==> src/sv/swfp_pkg.sv <==
package swfp_pkg;

  // Frame buffer geometry
  localparam int BufDepth = 32;
  localparam int AddrW    = $clog2(BufDepth);
  localparam int LenW     = $clog2(BufDepth + 1);

  // Weight and decimal accumulator widths
  localparam int WeightW = 28;
  localparam int AccW    = 30;
  localparam logic [AccW-1:0] WeightMax = AccW'(99999999);

  // Frame format codes
  typedef logic [1:0] proto_t;
  localparam proto_t ProtoEqKg = 2'd0;
  localparam proto_t ProtoStx  = 2'd1;
  localparam proto_t ProtoRev  = 2'd2;

  // Characters
  localparam logic [7:0] ChStx   = 8'h02;
  localparam logic [7:0] ChEq    = 8'h3D;
  localparam logic [7:0] ChMinus = 8'h2D;
  localparam logic [7:0] ChPlus  = 8'h2B;
  localparam logic [7:0] ChSpace = 8'h20;
  localparam logic [31:0] KgTag  = 32'h286B_6729; // "(kg)"

  // Work handed from the front to the back
  typedef struct packed {
    logic            parse;
    proto_t          proto;
    logic [LenW-1:0] len;
  } job_t;

  function automatic logic is_ws(input logic [7:0] c);
    return (c inside {ChSpace, [8'h09:8'h0D]});
  endfunction

  function automatic logic is_digit(input logic [7:0] c);
    return (c inside {[8'h30:8'h39]});
  endfunction

endpackage

==> src/sv/swfp_ram.sv <==
module swfp_ram #(
  parameter int Width = 8,
  parameter int Depth = 32
) (
  input  logic                     clk_i,
  input  logic                     we_i,
  input  logic [$clog2(Depth)-1:0] waddr_i,
  input  logic [Width-1:0]         wdata_i,
  input  logic                     re_i,
  input  logic [$clog2(Depth)-1:0] raddr_i,
  output logic [Width-1:0]         rdata_o
);

  logic [Width-1:0] mem_q [Depth];
  logic [Width-1:0] rdata_q;

  // One write port, one registered read port
  always_ff @(posedge clk_i) begin
    if (we_i) begin
      mem_q[waddr_i] <= wdata_i;
    end
    if (re_i) begin
      rdata_q <= mem_q[raddr_i];
    end
  end

  assign rdata_o = rdata_q;

endmodule

==> src/sv/swfp_jobq.sv <==
module swfp_jobq import swfp_pkg::*; (
  input  logic clk_i,
  input  logic rst_ni,
  input  logic push_i,
  input  job_t job_i,
  output logic full_o,
  input  logic pop_i,
  output logic empty_o,
  output job_t job_o
);

  job_t       mem_q [2];
  logic       wp_q, rp_q;
  logic [1:0] cnt_q;

  assign full_o  = (cnt_q == 2'd2);
  assign empty_o = (cnt_q == 2'd0);
  assign job_o   = mem_q[rp_q];

  // Payload slots
  always_ff @(posedge clk_i) begin
    if (push_i) begin
      mem_q[wp_q] <= job_i;
    end
  end

  // Pointers and occupancy
  always_ff @(posedge clk_i or negedge rst_ni) begin
    if (!rst_ni) begin
      wp_q  <= 1'b0;
      rp_q  <= 1'b0;
      cnt_q <= 2'd0;
    end else begin
      if (push_i) wp_q <= ~wp_q;
      if (pop_i) rp_q <= ~rp_q;
      case ({push_i, pop_i})
        2'b10:   cnt_q <= cnt_q + 2'd1;
        2'b01:   cnt_q <= cnt_q - 2'd1;
        default: cnt_q <= cnt_q;
      endcase
    end
  end

endmodule

==> src/sv/swfp_front.sv <==
module swfp_front import swfp_pkg::*; (
  input  logic             clk_i,
  input  logic             rst_ni,
  input  proto_t           proto_i,
  input  logic             in_valid_i,
  output logic             in_stall_o,
  input  logic [7:0]       rx_byte_i,
  input  logic             parse_done_i,
  input  logic             q_full_i,
  output logic             q_push_o,
  output job_t             q_job_o,
  output logic             ram_we_o,
  output logic [AddrW-1:0] ram_waddr_o,
  output logic [7:0]       ram_wdata_o
);

  logic [LenW-1:0]  fill_q, fill_d;
  logic [7:0]       first_q;
  logic [23:0]      tail_q;
  logic             pend_q, pend_d;
  logic             accept, active, parse, clr;
  logic [AddrW-1:0] idx;
  logic [LenW-1:0]  len;
  logic [7:0]       first_b;
  logic [31:0]      tag;

  // Hold off while the job queue is full or a frame is being decoded out of the buffer
  assign in_stall_o = q_full_i || pend_q;
  assign accept     = in_valid_i && !in_stall_o;

  // Append position, wrapping on a full buffer
  always_comb begin
    idx     = (fill_q >= LenW'(BufDepth)) ? '0 : fill_q[AddrW-1:0];
    len     = LenW'(idx) + LenW'(1);
    first_b = (idx == '0) ? rx_byte_i : first_q;
    tag     = {tail_q, rx_byte_i};
  end

  // Frame end detection and overflow clearing per format
  always_comb begin
    active = 1'b1;
    parse  = 1'b0;
    clr    = 1'b0;
    case (proto_i)
      ProtoEqKg: begin
        parse = (len >= LenW'(14)) && (tag == KgTag);
        clr   = (len > LenW'(29));
      end
      ProtoStx: begin
        parse = (len >= LenW'(12)) && (first_b == ChStx);
        clr   = (len >= LenW'(30));
      end
      ProtoRev: begin
        parse = (len == LenW'(8)) && (first_b == ChEq);
        clr   = (len > LenW'(9));
      end
      default: begin
        active = 1'b0;
      end
    endcase
  end

  always_comb begin
    fill_d = fill_q;
    pend_d = pend_q;
    if (accept && active) begin
      fill_d = (parse || clr) ? '0 : len;
      if (parse) pend_d = 1'b1;
    end
    if (parse_done_i) pend_d = 1'b0;
  end

  assign q_push_o       = accept;
  assign q_job_o.parse  = active && parse;
  assign q_job_o.proto  = proto_i;
  assign q_job_o.len    = len;
  assign ram_we_o       = accept && active;
  assign ram_waddr_o    = idx;
  assign ram_wdata_o    = rx_byte_i;

  // Shadow copies of the first and latest bytes
  always_ff @(posedge clk_i) begin
    if (accept && active) begin
      tail_q <= tag[23:0];
      if (idx == '0) first_q <= rx_byte_i;
    end
  end

  always_ff @(posedge clk_i or negedge rst_ni) begin
    if (!rst_ni) begin
      fill_q <= '0;
      pend_q <= 1'b0;
    end else begin
      fill_q <= fill_d;
      pend_q <= pend_d;
    end
  end

endmodule

==> src/sv/swfp_back.sv <==
module swfp_back import swfp_pkg::*; (
  input  logic                      clk_i,
  input  logic                      rst_ni,
  input  logic                      q_empty_i,
  input  job_t                      q_job_i,
  output logic                      q_pop_o,
  output logic                      parse_done_o,
  output logic                      ram_re_o,
  output logic [AddrW-1:0]          ram_raddr_o,
  input  logic [7:0]                ram_rdata_i,
  output logic                      out_valid_o,
  input  logic                      out_stall_i,
  output logic signed [WeightW-1:0] weight_o,
  output logic                      frame_done_o
);

  typedef enum logic [1:0] {StIdle, StRun, StFin} state_e;
  typedef enum logic [2:0] {ScSeek, ScWs, ScDig, ScTail, ScBad} scan_e;

  state_e                     state_q, state_d;
  scan_e                      sc_q, sc_d;
  proto_t                     proto_q, proto_d;
  logic [LenW-1:0]            cnt_q, cnt_d, iss_q, iss_d, k_q, k_d;
  logic [AddrW-1:0]           addr_q, addr_d;
  logic                       rev_q, rev_d, rd_vld_q, rd_vld_d;
  logic [AccW-1:0]            acc_q, acc_d, prev_q, prev_d;
  logic                       neg_q, neg_d, oneg_q, oneg_d, nd_q, nd_d;
  logic                       eqf_q, eqf_d, skip_q, skip_d;
  logic signed [WeightW-1:0]  held_q, held_d, weight_q, weight_d;
  logic                       out_vld_q, out_vld_d, fd_q, fd_d;
  logic                       slot_free, issue, dec_en, ok, rneg;
  logic [7:0]                 c;
  logic [AccW-1:0]            mag;
  logic signed [WeightW-1:0]  res;

  assign c         = ram_rdata_i;
  assign slot_free = !out_vld_q || !out_stall_i;
  assign issue     = (state_q == StRun) && (iss_q < cnt_q);

  // Final value of a decoded frame
  always_comb begin
    if (proto_q == ProtoStx) begin
      mag  = prev_q;
      rneg = neg_q ^ oneg_q;
      ok   = nd_q && ((sc_q == ScDig) || (sc_q == ScTail));
    end else begin
      mag  = (acc_q > WeightMax) ? WeightMax : acc_q;
      rneg = neg_q;
      ok   = (proto_q == ProtoEqKg) ? eqf_q : 1'b1;
    end
    res = rneg ? -$signed(WeightW'(mag)) : $signed(WeightW'(mag));
  end

  // Format 1: a leading sign character is taken apart from the seven digits
  always_comb begin
    dec_en = 1'b1;
    if (proto_q == ProtoStx) begin
      if (k_q == '0) begin
        dec_en = !(c == ChMinus || c == ChPlus || c == ChSpace);
      end else if (k_q == LenW'(7)) begin
        dec_en = skip_q;
      end
    end
  end

  always_comb begin
    state_d   = state_q;
    sc_d      = sc_q;
    proto_d   = proto_q;
    cnt_d     = cnt_q;
    iss_d     = iss_q;
    k_d       = k_q;
    addr_d    = addr_q;
    rev_d     = rev_q;
    acc_d     = acc_q;
    prev_d    = prev_q;
    neg_d     = neg_q;
    oneg_d    = oneg_q;
    nd_d      = nd_q;
    eqf_d     = eqf_q;
    skip_d    = skip_q;
    held_d    = held_q;
    weight_d  = weight_q;
    fd_d      = fd_q;
    out_vld_d = out_vld_q;
    rd_vld_d  = issue;
    q_pop_o   = 1'b0;
    parse_done_o = 1'b0;

    if (out_vld_q && !out_stall_i) out_vld_d = 1'b0;

    // Sequential buffer reads
    if (issue) begin
      addr_d = rev_q ? addr_q - AddrW'(1) : addr_q + AddrW'(1);
      iss_d  = iss_q + LenW'(1);
    end

    case (state_q)
      StIdle: begin
        if (!q_empty_i && slot_free) begin
          q_pop_o = 1'b1;
          if (q_job_i.parse) begin
            state_d = StRun;
            proto_d = q_job_i.proto;
            case (q_job_i.proto)
              ProtoEqKg: begin
                cnt_d  = q_job_i.len;
                addr_d = '0;
              end
              ProtoStx: begin
                cnt_d  = LenW'(8);
                addr_d = AddrW'(1);
              end
              default: begin
                cnt_d  = LenW'(7);
                addr_d = AddrW'(7);
              end
            endcase
            rev_d  = (q_job_i.proto == ProtoRev);
            sc_d   = (q_job_i.proto == ProtoEqKg) ? ScSeek : ScWs;
            iss_d  = '0;
            k_d    = '0;
            acc_d  = '0;
            prev_d = '0;
            neg_d  = 1'b0;
            oneg_d = 1'b0;
            nd_d   = 1'b0;
            eqf_d  = 1'b0;
            skip_d = 1'b0;
          end else begin
            out_vld_d = 1'b1;
            weight_d  = held_q;
            fd_d      = 1'b0;
          end
        end
      end
      StRun: begin
        if (rd_vld_q) begin
          k_d = k_q + LenW'(1);
          if (k_q == cnt_q - LenW'(1)) state_d = StFin;
          if (proto_q == ProtoStx && k_q == '0 && !dec_en) begin
            skip_d = 1'b1;
            oneg_d = (c == ChMinus);
          end
          // One character of the decimal reader
          if (dec_en) begin
            case (sc_q)
              ScSeek: begin
                if (c == ChEq) begin
                  eqf_d = 1'b1;
                  sc_d  = ScWs;
                end
              end
              ScWs, ScDig: begin
                if (is_digit(c)) begin
                  if (acc_q <= WeightMax) begin
                    prev_d = acc_q;
                    acc_d  = (acc_q << 3) + (acc_q << 1) + AccW'(c[3:0]);
                  end
                  nd_d = 1'b1;
                  sc_d = ScDig;
                end else if (sc_q == ScWs) begin
                  if (is_ws(c)) begin
                    sc_d = ScWs;
                  end else if (c == ChPlus || c == ChMinus) begin
                    neg_d = (c == ChMinus);
                    sc_d  = ScDig;
                  end else begin
                    sc_d = ScBad;
                  end
                end else begin
                  sc_d = is_ws(c) ? ScTail : ScBad;
                end
              end
              ScTail: begin
                if (!is_ws(c)) sc_d = ScBad;
              end
              default: begin
                sc_d = ScBad;
              end
            endcase
          end
        end
      end
      StFin: begin
        if (slot_free) begin
          out_vld_d    = 1'b1;
          weight_d     = ok ? res : held_q;
          fd_d         = ok;
          if (ok) held_d = res;
          parse_done_o = 1'b1;
          state_d      = StIdle;
        end
      end
      default: begin
        state_d = StIdle;
      end
    endcase
  end

  assign ram_re_o     = issue;
  assign ram_raddr_o  = addr_q;
  assign out_valid_o  = out_vld_q;
  assign weight_o     = weight_q;
  assign frame_done_o = fd_q;

  // Datapath registers
  always_ff @(posedge clk_i) begin
    proto_q  <= proto_d;
    cnt_q    <= cnt_d;
    iss_q    <= iss_d;
    k_q      <= k_d;
    addr_q   <= addr_d;
    rev_q    <= rev_d;
    acc_q    <= acc_d;
    prev_q   <= prev_d;
    neg_q    <= neg_d;
    oneg_q   <= oneg_d;
    nd_q     <= nd_d;
    eqf_q    <= eqf_d;
    skip_q   <= skip_d;
    sc_q     <= sc_d;
    weight_q <= weight_d;
    fd_q     <= fd_d;
  end

  // Control state, held weight and output valid
  always_ff @(posedge clk_i or negedge rst_ni) begin
    if (!rst_ni) begin
      state_q   <= StIdle;
      rd_vld_q  <= 1'b0;
      held_q    <= '0;
      out_vld_q <= 1'b0;
    end else begin
      state_q   <= state_d;
      rd_vld_q  <= rd_vld_d;
      held_q    <= held_d;
      out_vld_q <= out_vld_d;
    end
  end

endmodule

==> src/sv/scale_weight_frame_parser.sv <==
// Weight frame parser for the serial byte stream of a weighing indicator.
// Input channel: in_valid_i / in_stall_o with rx_byte_i, one byte per
// transaction. Output channel: out_valid_o / out_stall_i with weight_o and
// frame_done_o, exactly one transaction per input byte, in order.
// protocol_select_we_i / protocol_select_i set the frame format (0 equals-kg,
// 1 STX plus seven digits, 2 reversed equals); write it only while idle.
// A byte that does not end a frame passes from the front into a two-entry
// queue that decouples the two parts, and the back registers its result,
// so such bytes can follow back to back while out_stall_i is low.
// A byte that ends a frame makes the back read the buffer RAM one byte per
// cycle: len bytes for format 0 (len up to 30 bytes), eight for format 1
// and seven for format 2; input stays stalled until that result is issued.
// Reset clears the fill count, the held weight, the queue and the format
// (format 0); buffer contents are not cleared and are only read once
// written. When out_stall_i is held, the result stays in the output
// register, the queue fills and the input stalls; nothing is dropped.
module scale_weight_frame_parser import swfp_pkg::*; (
  input  logic                      clk_i,
  input  logic                      rst_ni,
  input  logic                      protocol_select_we_i,
  input  logic [1:0]                protocol_select_i,
  input  logic                      in_valid_i,
  output logic                      in_stall_o,
  input  logic [7:0]                rx_byte_i,
  output logic                      out_valid_o,
  input  logic                      out_stall_i,
  output logic signed [WeightW-1:0] weight_o,
  output logic                      frame_done_o
);

  proto_t           proto_q;
  logic             parse_done, q_full, q_push, q_empty, q_pop;
  job_t             q_in, q_out;
  logic             ram_we, ram_re;
  logic [AddrW-1:0] ram_waddr, ram_raddr;
  logic [7:0]       ram_wdata, ram_rdata;

  // Format register
  always_ff @(posedge clk_i or negedge rst_ni) begin
    if (!rst_ni) begin
      proto_q <= ProtoEqKg;
    end else if (protocol_select_we_i) begin
      proto_q <= protocol_select_i;
    end
  end

  swfp_front u_front (
    .clk_i        (clk_i),
    .rst_ni       (rst_ni),
    .proto_i      (proto_q),
    .in_valid_i   (in_valid_i),
    .in_stall_o   (in_stall_o),
    .rx_byte_i    (rx_byte_i),
    .parse_done_i (parse_done),
    .q_full_i     (q_full),
    .q_push_o     (q_push),
    .q_job_o      (q_in),
    .ram_we_o     (ram_we),
    .ram_waddr_o  (ram_waddr),
    .ram_wdata_o  (ram_wdata)
  );

  swfp_jobq u_jobq (
    .clk_i   (clk_i),
    .rst_ni  (rst_ni),
    .push_i  (q_push),
    .job_i   (q_in),
    .full_o  (q_full),
    .pop_i   (q_pop),
    .empty_o (q_empty),
    .job_o   (q_out)
  );

  swfp_ram #(
    .Width (8),
    .Depth (BufDepth)
  ) u_buf (
    .clk_i   (clk_i),
    .we_i    (ram_we),
    .waddr_i (ram_waddr),
    .wdata_i (ram_wdata),
    .re_i    (ram_re),
    .raddr_i (ram_raddr),
    .rdata_o (ram_rdata)
  );

  swfp_back u_back (
    .clk_i        (clk_i),
    .rst_ni       (rst_ni),
    .q_empty_i    (q_empty),
    .q_job_i      (q_out),
    .q_pop_o      (q_pop),
    .parse_done_o (parse_done),
    .ram_re_o     (ram_re),
    .ram_raddr_o  (ram_raddr),
    .ram_rdata_i  (ram_rdata),
    .out_valid_o  (out_valid_o),
    .out_stall_i  (out_stall_i),
    .weight_o     (weight_o),
    .frame_done_o (frame_done_o)
  );

endmodule
==> config.mk <==
export PLATFORM = sky130hd
export DESIGN_NAME = scale_weight_frame_parser
export DESIGN_NICKNAME = d
export VERILOG_FILES = /design/src/sv/swfp_pkg.sv /design/src/sv/swfp_ram.sv /design/src/sv/swfp_jobq.sv /design/src/sv/swfp_front.sv /design/src/sv/swfp_back.sv /design/src/sv/scale_weight_frame_parser.sv
export SDC_FILE = /design/constraint.sdc
export NUM_CORES = 1
export LEC_CHECK = 0
export CAP_MARGIN = 5
export CORE_MARGIN = 2
export CORE_UTILIZATION = 46
export CTS_CLUSTER_SIZE = 14
export DETAILED_ROUTE_END_ITERATION = 7
export DONT_BUFFER_PORTS = 1
export GPL_ROUTABILITY_DRIVEN = 0
export GPL_TIMING_DRIVEN = 0
export HOLD_SLACK_MARGIN = 0.02
export SLEW_MARGIN = 20
export SYNTH_ARGS = -nofsm -noshare
export SYNTH_HDL_FRONTEND = slang
export SYNTH_SLANG_ARGS = --single-unit
==> constraint.sdc <==
create_clock -name clk_i -period 7.4 [get_ports clk_i]
set_clock_uncertainty 0.1 [all_clocks]
set_input_delay 1.48 -clock clk_i [delete_from_list [all_inputs] [get_ports clk_i]]
set_output_delay 1.48 -clock clk_i [all_outputs]
set_load 0.1 [all_outputs]
# After elaboration in Yosys (flattened, before gate mapping)
# Memory sizes are Yosys's and may differ from the RTL's. A register that Yosys moved wholly into a read port is not among the register bits.
# Index checks and enable logic that the tools add are counted.
word_totals:
  ff_bits: 198
  mem_bits_rw: 274
  in_bits: 15
  output_inout_bits: 31
  elab_cells: 269
  n_memories: 2
classes:
  n_addsub: 11
  n_lt_le_gt_ge: 13
  n_eq_ne: 42
  muxes: 116
  n_bitwise: 3
  n_reduce_logical: 54
mem_list:
  columns: ["memory", "words", "word_bits", "read_ports", "rd_clocked_by_memory_dff", "wr", "line", "rtl"]
  rows:
  - ["u_buf.mem_q", 32, 8, 1, 1, 1, "swfp_ram.sv:14", "logic [Width-1:0] mem_q [Depth];"]
  - ["u_jobq.mem_q", 2, 9, 1, 0, 1, "swfp_jobq.sv:12", "job_t mem_q [2];"]
ops:
  columns: ["op", "n"]
  rows:
  - ["28-bit two-way mux", 12]
  - ["30-bit two-way mux", 7]
  - ["28-bit case mux with 2 select lines", 2]
  - ["30-bit case mux with 2 select lines", 1]
  - ["6-bit two-way mux", 8]
  - ["1-bit two-way mux", 47]
  - ["8-bit by 6-bit == test with 1-bit output (second input constant)", 5]
  - ["3-bit two-way mux", 11]
  - ["32-bit by 30-bit == test with 1-bit output (second input constant)", 1]
  - ["30-bit adder", 1]
  - ["30-bit by 4-bit adder with 30-bit output", 1]
  - ["30-bit by 27-bit > comparator with 1-bit output (second input constant)", 1]
  - ["30-bit by 27-bit <= comparator with 1-bit output (second input constant)", 1]
  - ["5-bit two-way mux", 6]
  - ["28-bit negator", 1]
  - ["2-bit != test (second input constant)", 13]
  - ["6-bit case mux with 2 select lines", 2]
  - ["7-bit AND reduction", 3]
  - ["1-bit logical AND", 14]
  - ["1-bit case mux with 2 select lines", 7]
  - ["6-bit by 1-bit adder with 6-bit output (second input constant)", 2]
  - ["6-bit by 4-bit >= comparator with 1-bit output (second input constant)", 2]
  - ["3-bit case mux with 2 select lines", 2]
  - ["2-bit nonzero test", 6]
  - ["other kinds (47)", 83]

# Longest topological paths before layout
logic_depth:
  depth_word: 11
  mapped_depth: 14

# By module
# From an unflattened synthesis, not the netlist that was laid out.
unflattened:
  cells_unflattened: 1589
  area_unflattened_um2: 22521.6
modules_own_cells:
  columns: ["mod", "instances", "cells_per_inst", "area_each_um2"]
  rows:
  - ["swfp_ram", 1, 417, 10133.5]
  - ["swfp_back", 1, 966, 9469.1]
  - ["swfp_front", 1, 158, 2013.2]
  - ["swfp_jobq", 1, 44, 833.3]
  - ["scale_weight_frame_parser", 1, 4, 72.6]

# Worst setup path after synthesis
# Ideal clock, no wire load.
synth_timing:
  path_type: "input -> register"
  startpoint: "input port out_stall_i"
  endpoint: "register u_back.acc_q[0], enable pin"
  setup_ps: 562
  arrival_time_ps: 6867
  required_ps: 6738
  slack_ps: -129
  stages: 7
  path_buffers: 0
  cell_sequence: "and2_1 nor4_1 a21oi_1 or2_2 a41o_1 a21oi_1 a21boi_0"
synth_via:
  elab_chain_cells: 5
synth_rtl:
  columns: ["element", "line", "rtl"]
  rows:
  - ["from (decl)", "scale_weight_frame_parser.sv:26", "input logic out_stall_i,"]
  - ["1-bit logical NOT", "swfp_back.sv:37", "assign slot_free = !out_vld_q || !out_stall_i;"]
  - ["1-bit logical OR", "swfp_back.sv:37", null]
  - ["1-bit logical AND", "swfp_back.sv:100", "if (!q_empty_i && slot_free) begin"]
  - ["2-bit by 1-bit != test with 1-bit output (no line)", null, null]
  - ["8-bit AND reduction (no line)", null, null]
  - ["to (signal assigned)", "swfp_back.sv:215", "acc_q <= acc_d;"]
  - ["to (decl)", "swfp_back.sv:26", "logic [AccW-1:0] acc_q, acc_d, prev_q, prev_d;"]
# No other way between the ends.
# A chain may end at the register's enable or synchronous reset.

# Worst setup path after layout
layout_timing:
  startpoint: "register u_back.acc_q[25]"
  endpoint: "register u_back.weight_q[24], in the netlist u_back.weight_o[24], data pin"
layout_via:
  elab_chain_cells: 8
layout_rtl:
  columns: ["element", "line", "rtl"]
  rows:
  - ["30-bit by 27-bit > comparator with 1-bit output (*)", "swfp_back.sv:47", "mag = (acc_q > WeightMax) ? WeightMax : acc_q;"]
  - ["28-bit two-way mux (*)", "swfp_back.sv:47", null]
  - ["28-bit two-way mux (*)", "swfp_back.sv:42", "if (proto_q == ProtoStx) begin"]
  - ["28-bit negator", "swfp_back.sv:51", "res = rneg ? -$signed(WeightW'(mag)) : $signed(WeightW'(mag));"]
  - ["28-bit two-way mux (*)", "swfp_back.sv:51", null]
  - ["28-bit two-way mux (*)", null, null]
  - ["28-bit two-way mux (*)", "swfp_back.sv:186", "if (slot_free) begin"]
  - ["28-bit case mux with 2 select lines (*)", "swfp_back.sv:98", "case (state_q)"]
  - ["via u_back.weight_d[24]", "swfp_back.sv:29", "logic signed [WeightW-1:0] held_q, held_d, weight_q, weight_d;"]
  - ["to (signal assigned)", "swfp_back.sv:223", "weight_q <= weight_d;"]
  - ["to (decl)", "swfp_back.sv:29", null]
# Mark *: on every way through the listed nets, which the timed path passes. The rest lies on a longest branch. The select of a mux whose other input is x is not followed.

==> impl_table.tex <==
\begin{tabular}{lr}
\hline
Metric & Value \\
\hline
\multicolumn{2}{l}{\textbf{Run status}} \\
Result of the run & complete, no violations \\
\multicolumn{2}{l}{\textbf{Cells and area}} \\
Most used cells in the layout excluding fill and tap cells & edfxtp\_1, nor2\_1, nand2\_1 \\
Ant diodes & 0 \\
Total Nets Final & 1768 \\
Ratio of cells with drive above 1 in the final layout & 0.112 \\
Fillers & 4091 \\
Leading cell type in the layout, fill and taps excluded & edfxtp\_1 \\
Final Cell Area & 0.0249 mm\^{}2 \\
Growth of design area from synthesis to finish & 10.8\% \\
Share of the core filled with cells in the final layout & 0.513 \\
\multicolumn{2}{l}{\textbf{CTS}} \\
Clock slew at reported path FFs & 0.06 ns \\
Cell chosen for the clock root & clkbuf\_16 \\
Clk Latency, worst-skew pair & 0.60 ns \\
CTS tree & built \\
H-tree Lvls & 2 \\
Post-CTS setup buffer count & 0 \\
CTS Buf Count & 50 \\
Hold bufs inserted after CTS & 0 \\
Clock sinks & 480 \\
Number of instances resized during post-cts repair & 0 \\
Max clock buf depth & 3 \\
\multicolumn{2}{l}{\textbf{Power and ir drop}} \\
Areal power density over the cells & 240 mW/mm\^{}2 \\
Power consumption & 6.00 mW \\
Worst-case vdd ir drop & 0.233 mV \\
Leakage component of the power & 8.79 nW \\
\multicolumn{2}{l}{\textbf{Logic synthesis}} \\
Netlist area before placement & 0.0225 mm\^{}2 \\
Dominant cell type by area after synthesis & edfxtp\_1 \\
Fraction of the mapped netlist area in compound gates & 0.0787 \\
Fraction of synthesized cell area taken by the top area cell type & 0.566 \\
Number of distinct library cells after synthesis & 78 \\
Flip-flop and latch count after synthesis & 480 \\
Post-synthesis share of cell area spent on xor and xnor gates & 0.0292 \\
Number of synthesized flops with an enable pin & 424 \\
Synthesized area per cell & 13.9 um\^{}2 \\
Mapped Nets & 1714 \\
Area share of and/or/nand/nor cells after synthesis & 0.102 \\
Dominant register cell in the synthesized netlist & edfxtp\_1 \\
Biggest area contributors in the synthesized netlist & edfxtp\_1, mux4\_2, dfrtp\_1 \\
Instance count of the mapped netlist & 1623 \\
Post-synthesis mux area share & 0.102 \\
Share of the yosys chip area belonging to registers & 0.626 \\
Yosys Warn Count & 0 \\
Fraction of the mapped netlist area in adder cells & 0.0433 \\
Largest family of logic cells by synthesized area & multiplexers \\
Fraction of registers with async set or reset after synthesis & 0.0938 \\
\multicolumn{2}{l}{\textbf{Global route}} \\
Number of global-route vias before repair & 13.5k \\
Maximum number of pins on one net before global-route repair & 46 \\
Total global-route track usage & 0.206 \\
Antenna violations before repair & 0 \\
Grt total ovfl & 0 \\
First-pass GRT wire length & 79600 um \\
\multicolumn{2}{l}{\textbf{STA}} \\
Number of setup violations in the final report & 0 \\
Max-slew violations & 0 \\
Setup repair after global routing missed its margin & false \\
Min Clock Period, post-route & 5.37 ns \\
Actual slew at the worst max-slew pin & 0.979 ns \\
Final count of hold timing violations & 0 \\
Fmax & 186 MHz \\
Worst Hold Margin & 0.346 ns \\
Relative slew slack & 0.348 \\
Share of the clock period used by the worst path & 0.725 \\
\multicolumn{2}{l}{\textbf{Floorplan}} \\
Die Span X & 225 um \\
Die footprint & 0.0507 mm\^{}2 \\
Placement row count & 81 \\
Die extent in y & 225 um \\
Top-level I/O count & 46 \\
Core area & 0.0486 mm\^{}2 \\
Starting Density & 0.463 \\
\multicolumn{2}{l}{\textbf{Place}} \\
Detailed Place HPWL & 35300 um \\
Number of input and output port buffers inserted & 0 \\
Cell area after placement & 0.0234 mm\^{}2 \\
\multicolumn{2}{l}{\textbf{Job}} \\
Number of maximum-capacitance violations & 0 \\
\multicolumn{2}{l}{\textbf{Setup path}} \\
CP Data Required Time & 7.62 ns \\
Crit path capture type & flip-flop \\
Worst path arrival time & 5.59 ns \\
Startpoint types & flip-flop \\
Worst setup path class & flip-flop to flip-flop \\
Maximum fanout along the worst path & 10 \\
\multicolumn{2}{l}{\textbf{Route}} \\
Drt total wl & 50900 um \\
Average wire per standard cell & 21.8 um \\
Via density & 5.81 \\
Final ANT Viol Nets & 0 \\
Post-route DRC & 0 \\
Number of detailed-route iterations in the first pass & 5 \\
Detailed-route via count & 13.6k \\
1st-iter DRT viols & 1252 \\
\multicolumn{2}{l}{\textbf{Hold path}} \\
Worst min-delay path class & flip-flop to flip-flop \\
\hline
\end{tabular}
flip-flops by register name, summed over array words and instances (netlist names), 8 cells and up:
register         flops
u_front.tail_q      24
u_back.weight_o     28
u_back.acc_q        30
u_jobq.mem_q        18
u_back.prev_q       28
u_buf.mem_q        256
u_front.first_q      8
u_buf.rdata_o        8
u_back.held_q       28
final cells by class:
| type | instances | area (um^2) | area share |
|---|---|---|---|
| multi-input cells | 1027 | 8000 | 0.321 |
| clock inverters | 20 | 216 | 0.00868 |
| plain buffers | 68 | 263 | 0.0105 |
| clock buffers | 72 | 1360 | 0.0547 |
| well taps | 622 | 778 | 0.0312 |
| flip-flops and latches | 480 | 14100 | 0.565 |
| inverters | 48 | 180 | 0.00722 |
| repair buffers | 2 | 55.1 | 0.00221 |
critical path, stage by stage, from the launching register on:
cell	delay, ns
edfxtp_1	0.47
a2111oi_0	0.64
o31ai_1	0.30
a31oi_1	0.51
nor2_1	0.36
or3_1	0.37
o21ai_0	0.21
ha_1	0.29
nor4b_1	0.45
a21oi_1	0.26
nor4_4	0.40
a41oi_1	0.19
xnor2_1	0.43
o21ai_1	0.12
worst paths after layout:
kind | startpoint | endpoint | slack [ns] | cells after the start
worst max-delay path | u_back.acc_q[25]$_SDFFCE_PN0P_ | u_back.weight_o[24]$_DFFE_PP_ | 2.03 | 13
worst min-delay path | u_front.tail_q[7]$_DFFE_PP_ | u_front.tail_q[15]$_DFFE_PP_ | 0.35 | 0
worst max register to register | u_back.acc_q[25]$_SDFFCE_PN0P_ | u_back.weight_o[24]$_DFFE_PP_ | 2.03 | 13
worst min register to register | u_front.tail_q[7]$_DFFE_PP_ | u_front.tail_q[15]$_DFFE_PP_ | 0.35 | 0
max in group asynchronous | rst_ni | u_front.fill_q[4]$_DFFE_PN0P_ | 6.62 | 0
min in group asynchronous | rst_ni | u_back.held_q[23]$_DFFE_PN0P_ | 0.48 | 0
synth_stat cells (all sizes together) (13+ instances only):
cell type  count
nand4         13
nand2        114
inv           47
ha            73
xor2          37
and2          36
nand3         25
nor4          13
edfxtp       424
o211ai        17
clkbuf        56
xnor2         38
a21o          16
dfrtp         45
o21ai        105
nand2b        13
nor3          27
mux2i         30
mux2          17
mux4          80
nor2b         14
nor2         151
or3           14
a21oi         58
metrics by stage:
| step | setup TNS (ns) | cells | worst slack (ns) |
|---|---|---|---|
| 4_1_cts | 0 | 2339 | 2.13 |
| 3_3_place_gp | -12.93 | 2245 | -0.226 |
| 5_1_grt | 0 | 2339 | 1.80 |
| 2_1_floorplan | 0 | 1623 | 1.39 |
| 6_report | 0 | 2339 | 2.03 |
| 3_5_place_dp | 0 | 2247 | 2.13 |
report_power, final:
group          switching (mW)  total (mW)  internal [mW]  leakage [nW]
Combinational           0.272       0.398          0.126          3.40
Sequential             0.0525        3.17           3.12          4.63
Clock                    1.04        2.43           1.39         0.769
per-layer routing:
metal  wire (um)  global-route usage  vias up
met5           0                   0        -
met4        1590              0.0709        0
met3        2100              0.0272      101
met2       25000               0.345      365
met1       22200               0.277     6800
li1            -                   -     6327
logic make-up after synthesis:
kind of cell	Yosys count
buffers and inverters	116
adders and majority gates	76
and+or+nand+nor	466
DFF	480
muxes	127
AOI/OAI and AO/OA	283
xor gates and xnor gates	75
Note: power is estimated with default switching activity, not from simulation.
